File: config.mk
export PLATFORM = sky130hd
export DESIGN_NAME = chs_ctrl
export DESIGN_NICKNAME = d
export VERILOG_FILES = /design/src/rtl/chs_pkg.sv /design/src/rtl/chs_ctrl.sv
export SDC_FILE = /design/constraint.sdc
export NUM_CORES = 1
export LEC_CHECK = 0
export ABC_AREA = 0
export ABC_CLOCK_PERIOD_IN_PS = 1900
export CORE_AREA = 2 2 40 42
export CTS_CLUSTER_SIZE = 25
export DETAILED_ROUTE_END_ITERATION = 8
export DIE_AREA = 0 0 42 44
export DONT_BUFFER_PORTS = 1
export PLACE_DENSITY_LB_ADDON = 0.15
export SKIP_CTS_REPAIR_TIMING = 1
export SLEW_MARGIN = 20
export SYNTH_ARGS = -nofsm -noshare
export SYNTH_HDL_FRONTEND = slang
export SYNTH_SLANG_ARGS = --single-unit
File: constraint.sdc
create_clock -name aclk -period 1.9 [get_ports aclk]
set_input_delay 0.475 -clock aclk [delete_from_list [all_inputs] [get_ports aclk]]
set_output_delay 0.475 -clock aclk [all_outputs]
set_load 0.01 [all_outputs]
File: src/rtl/chs_pkg.sv
// ----------------------------------------------------------------------------
// chs_pkg
// Shared constants, action codes and the controller/datapath interface types
// of the chained hash set.
// ----------------------------------------------------------------------------
package chs_pkg;

    // defaults for the top-level parameters
    localparam int BUCKETS_DEF   = 1024;
    localparam int NODES_DEF     = 4096;
    localparam int SITE_BITS_DEF = 32;

    // fixed field widths
    localparam int ACTION_W = 2;
    localparam int SITE_W   = 32;
    localparam int MASK_W   = 10;
    localparam int TOTAL_W  = 13;
    localparam int M_DATA_W = 16;

    localparam logic [MASK_W-1:0] MASK_RESET = 10'h3FF;

    // hash: 17*site - 97
    localparam int HASH_MUL = 17;
    localparam int HASH_SUB = 97;

    // action codes
    localparam logic [ACTION_W-1:0] ACT_INSERT = 2'd0;
    localparam logic [ACTION_W-1:0] ACT_FIND   = 2'd1;
    localparam logic [ACTION_W-1:0] ACT_CLEAR  = 2'd2;
    localparam logic [ACTION_W-1:0] ACT_NOP    = 2'd3;

    typedef struct packed {
        logic load_item;
        logic rem_start;
        logic rem_step;
        logic head_insert;   // write node at count, relink head, bump count
        logic head_clear;
        logic sweep_step;
        logic ptr_from_head;
        logic ptr_from_link;
        logic count_clear;
        logic emit;
        logic emit_found;
        logic emit_full;
    } cmd_t;

    typedef struct packed {
        logic [ACTION_W-1:0] action;
        logic                idx_big;
        logic                pool_full;
        logic                head_valid;
        logic                link_valid;
        logic                site_match;
        logic                sweep_last;
        logic                out_free;
    } sts_t;

endpackage

File: src/rtl/chs_ctrl.sv
// ----------------------------------------------------------------------------
// chs_ctrl
// Controller: sequences head sweep, hashing, bucket reduction, insert, chain
// walk and result hand-off.
// ----------------------------------------------------------------------------
module chs_ctrl (
    input  logic          aclk,
    input  logic          aresetn,
    input  logic          s_tvalid,
    output logic          s_tready,
    input  chs_pkg::sts_t sts,
    output chs_pkg::cmd_t cmd
);

    localparam logic [3:0] ST_INIT     = 4'd0;
    localparam logic [3:0] ST_IDLE     = 4'd1;
    localparam logic [3:0] ST_CHECK    = 4'd2;
    localparam logic [3:0] ST_REDUCE   = 4'd3;
    localparam logic [3:0] ST_HEAD     = 4'd4;
    localparam logic [3:0] ST_NODE_RD  = 4'd5;
    localparam logic [3:0] ST_NODE_CMP = 4'd6;
    localparam logic [3:0] ST_CLEAR    = 4'd7;
    localparam logic [3:0] ST_DONE     = 4'd8;

    logic [3:0] state_reg;
    logic [3:0] state_next;

    always_ff @(posedge aclk) begin
        if (!aresetn) begin
            state_reg <= ST_INIT;
        end else begin
            state_reg <= state_next;
        end
    end

    assign s_tready = (state_reg == ST_IDLE);

    always_comb begin
        state_next = state_reg;
        cmd        = '0;
        case (state_reg)
            ST_INIT: begin
                cmd.head_clear = 1'b1;
                cmd.sweep_step = 1'b1;
                if (sts.sweep_last) begin
                    state_next = ST_IDLE;
                end
            end
            ST_IDLE: begin
                if (s_tvalid) begin
                    cmd.load_item = 1'b1;
                    state_next    = ST_CHECK;
                end
            end
            ST_CHECK: begin
                if (sts.idx_big) begin
                    cmd.rem_start = 1'b1;
                    state_next    = ST_REDUCE;
                end else begin
                    case (sts.action)
                        chs_pkg::ACT_INSERT: begin
                            if (!sts.pool_full) begin
                                state_next = ST_HEAD;
                            end else if (sts.out_free) begin
                                cmd.emit      = 1'b1;
                                cmd.emit_full = 1'b1;
                                state_next    = ST_IDLE;
                            end
                        end
                        chs_pkg::ACT_FIND: begin
                            state_next = ST_HEAD;
                        end
                        chs_pkg::ACT_CLEAR: begin
                            state_next = ST_CLEAR;
                        end
                        default: begin
                            if (sts.out_free) begin
                                cmd.emit   = 1'b1;
                                state_next = ST_IDLE;
                            end
                        end
                    endcase
                end
            end
            ST_REDUCE: begin
                // quotient is registered; subtract it back out
                cmd.rem_step = 1'b1;
                state_next   = ST_CHECK;
            end
            ST_HEAD: begin
                if (sts.action == chs_pkg::ACT_INSERT) begin
                    if (sts.out_free) begin
                        cmd.head_insert = 1'b1;
                        cmd.emit        = 1'b1;
                        state_next      = ST_IDLE;
                    end
                end else if (sts.head_valid) begin
                    cmd.ptr_from_head = 1'b1;
                    state_next        = ST_NODE_RD;
                end else if (sts.out_free) begin
                    cmd.emit   = 1'b1;
                    state_next = ST_IDLE;
                end
            end
            ST_NODE_RD: begin
                state_next = ST_NODE_CMP;
            end
            ST_NODE_CMP: begin
                if (sts.site_match) begin
                    if (sts.out_free) begin
                        cmd.emit       = 1'b1;
                        cmd.emit_found = 1'b1;
                        state_next     = ST_IDLE;
                    end
                end else if (sts.link_valid) begin
                    cmd.ptr_from_link = 1'b1;
                    state_next        = ST_NODE_RD;
                end else if (sts.out_free) begin
                    cmd.emit   = 1'b1;
                    state_next = ST_IDLE;
                end
            end
            ST_CLEAR: begin
                cmd.head_clear = 1'b1;
                cmd.sweep_step = 1'b1;
                if (sts.sweep_last) begin
                    state_next = ST_DONE;
                end
            end
            ST_DONE: begin
                if (sts.out_free) begin
                    cmd.count_clear = 1'b1;
                    cmd.emit        = 1'b1;
                    state_next      = ST_IDLE;
                end
            end
            default: begin
                state_next = ST_INIT;
            end
        endcase
    end

endmodule

==> out/qor.txt <==
Fin Clk Skew -> 0.00160 ns
Worst Setup Start Kind -> flip-flop
Dpl hpwl -> 1.35 mm
Share of post-route cells with drive strength above 1 -> 33.3%
Setup crit start -> state_reg[2]
Synthesized cell area -> 676 um^2
DR iter-0 viols -> 30
Max stage delay on crit path -> 0.44 ns
Starting Density -> 47.6%
Routed WL per cell -> 15.2 um
Root buffer cell -> clkbuf_4
Mapped Avg Cell Area -> 7.04 um^2
RSZ-0062 raised after global routing -> yes
Min Tclk post-route -> 2.04 ns
Vias in the first global route -> 622
Most common flop cell mapped by yosys -> dfxtp_1
Post-place instance area -> 778 um^2
Peak VDD IR -> 0.330 mV
GP Congestion -> 0.854
Mapped Cells -> 96
First-pass GRT wire length -> 2.82 mm
CP arrival -> 1.57 ns
Final Hold Vio Count -> 0
Die ar. -> 1850 um^2
Top cells by area, synth -> dfxtp_1 (12%), ha_1 (5.6%), nor3_1 (5.2%)
Register bit count reported by yosys -> 4
Layout Cells excl Fill -> 127
H-tree depth -> 1
Final Max Tran Viols -> 0
Hold Path Class -> input port to flip-flop
Vias per cell -> 6.12
Drt total wl -> 1.93 mm
WS Path Type -> flip-flop to output pin
CP endpoint kind -> output pin
YS warnings -> 0
I/O Pins -> 25
Longest Clk Path Bufs -> 2
Crit path max-delay family -> simple AND/OR/NAND/NOR gates
First-pass iteration count of the detailed router -> 4
Failing checks -> setup timing
Buf/Inv on CP -> 0
Max cap viols -> 0
Yosys cell types -> 40
RR Endpoint -> state_reg[1]
FP Rows -> 14
FF-to-FF setup slack -> 0.20 ns
Layout area overhead -> 28.0%
Status -> complete, but fails checks
Worst-Skew Late Latency -> 0.25 ns
PD cells -> 566 nW/um^2
Ant diodes -> 0
Seq/Total Area, Yosys -> 11.9%
R2R Path Start -> state_reg[1]
Remaining antenna violation count -> 0
Largest net degree at the start of global routing -> 24
Levels on crit path -> 4
Gr usage total -> 20.3%
Max frequency -> 489 MHz
Final worst slack -> -0.143 ns
Req. time, crit path -> 1.42 ns
Post-Syn Nets -> 111
CP max-delay cell -> or4_4
EDFF count, synth -> 0
Number of instances in the placed design -> 121
Slew of the pin with the lowest slew margin -> 0.381 ns
Final nets -> 128
Chip height -> 44 um
Reg2Reg Depth -> 5
End point of the critical path -> cmd[2]
Port bufs -> 0
Core Region -> 1420 um^2
Vias -> 777
CP max FO -> 3
Total grt overflow -> 0
Top cell type's share of synthesized area -> 11.9%
Post-route cell area -> 865 um^2
Fin crit share -> 108%
DRC -> 0
Initial antenna violation count -> 0
Die Wd -> 42 um
Worst-path clk slew -> 0.04 ns
Num CTS Buffers -> 3
Post-synth top area cell -> dfxtp_1
Rel. slew slack -> 74.5%
Fillers -> 138
CTS tree -> yes
Leak -> 0.373 nW
# clock sinks -> 4
Setup violators final -> 5
Largest register FFs -> 4
CP Cell Sequence -> nand2b_4, or4_4, o32a_1, a21oi_2
Asr flop ratio synth -> 0%
-- where the power goes --
group,switching [W],internal (W),total [W]
clock,0.0000463,0.0000714,0.000118
sequential,0.00000835,0.0000931,0.000101
combinational,0.000156,0.000114,0.000270
total,0.000211,0.000279,0.000489
-- metal layers --
| metal | vias to the layer above | track usage (%) | share of wire (%) |
|---|---|---|---|
| met5 | - | 0 | 0 |
| met1 | 354 | 29.2 | 44 |
| met3 | 5 | 6.67 | 7.9 |
| met4 | 0 | 5.81 | 1.3 |
| met2 | 37 | 28.7 | 47 |
| li1 | 381 | - | - |
-- worst min-delay path by stage --
stage            start  depth (start not counted)           end  slack [ns]
2_1_floorplan  aresetn                          2  state_reg[0]        0.60
3_3_place_gp   aresetn                          2  state_reg[0]        0.61
3_5_place_dp   aresetn                          2  state_reg[0]        0.61
4_1_cts        aresetn                          1  state_reg[2]        0.35
5_1_grt        aresetn                          1  state_reg[2]        0.34
6_report       aresetn                          1  state_reg[2]        0.34
-- placed cells by master, fill, tap and decap left out, types with 3 or more instances in the layout --
master / n
buf_4: 19
inv_1: 8
a21oi_1: 5
o21ai_0: 5
nand2b_1: 4
nor2_1: 4
nor2b_1: 4
nand2_1: 4
nor3_1: 4
nor3_2: 3
and3_1: 3
a211oi_1: 3
ha_1: 3
clkbuf_4: 3
-- worst register-to-register path, stage by stage, from the launching register on --
cell and delay, ns:
dfxtp_1 0.34, buf_4 0.22, or3_1 0.41, a21oi_4 0.23, nor3b_2 0.24, o221a_1 0.20
-- synth_stat cells (3+ instances only) --
cell type,instances
inv_1,8
nor3_1,7
a21oi_1,6
buf_2,6
nand2b_1,5
o21ai_0,5
dfxtp_1,4
nand2_1,4
nor2_1,4
nor2b_1,4
a211oi_1,3
and3_1,3
ha_1,3
-- through the flow --
step | power (W) | hold WS, ns | util (%) | setup TNS, ns | worst slack [ns]
2_1_floorplan | 0.000296 | 0.602 | - | 0 | 0.0100
3_3_place_gp | 0.000352 | 0.605 | 54.9 | 0 | 0.0413
3_5_place_dp | 0.000354 | 0.610 | 54.9 | 0 | 0.0372
4_1_cts | 0.000472 | 0.349 | 56.4 | -0.477 | -0.200
5_1_grt | 0.000529 | 0.335 | 60.9 | -0.712 | -0.194
6_report | 0.000489 | 0.338 | 60.9 | -0.293 | -0.143
-- logic make-up (layout without fill, tap and decap cells) --
logic type               count (synthesis)  after routing  synth area share (%)
XOR/XNOR                                 1              1                  1.30
flip-flops                               4              4                  11.9
multiplexers                             1              1                  1.48
buffers and inverters                   16             31                  11.7
AND/OR/NAND/NOR                         44             44                  39.6
adder cells (fa/ha/maj)                  3              3                  5.56
AO/OA/AOI/OAI                           27             27                  28.5
-- area by class of cell --
class	instances	area, um^2	area share (%)
flip-flops and latches	4	85.1	9.84
repair buffers	20	154	17.8
inverters	8	30.0	3.47
multi-input cells	76	553	64.0
clock buffers	3	22.5	2.60
well taps	16	20.0	2.32
(Power assumes the default switching activity.)
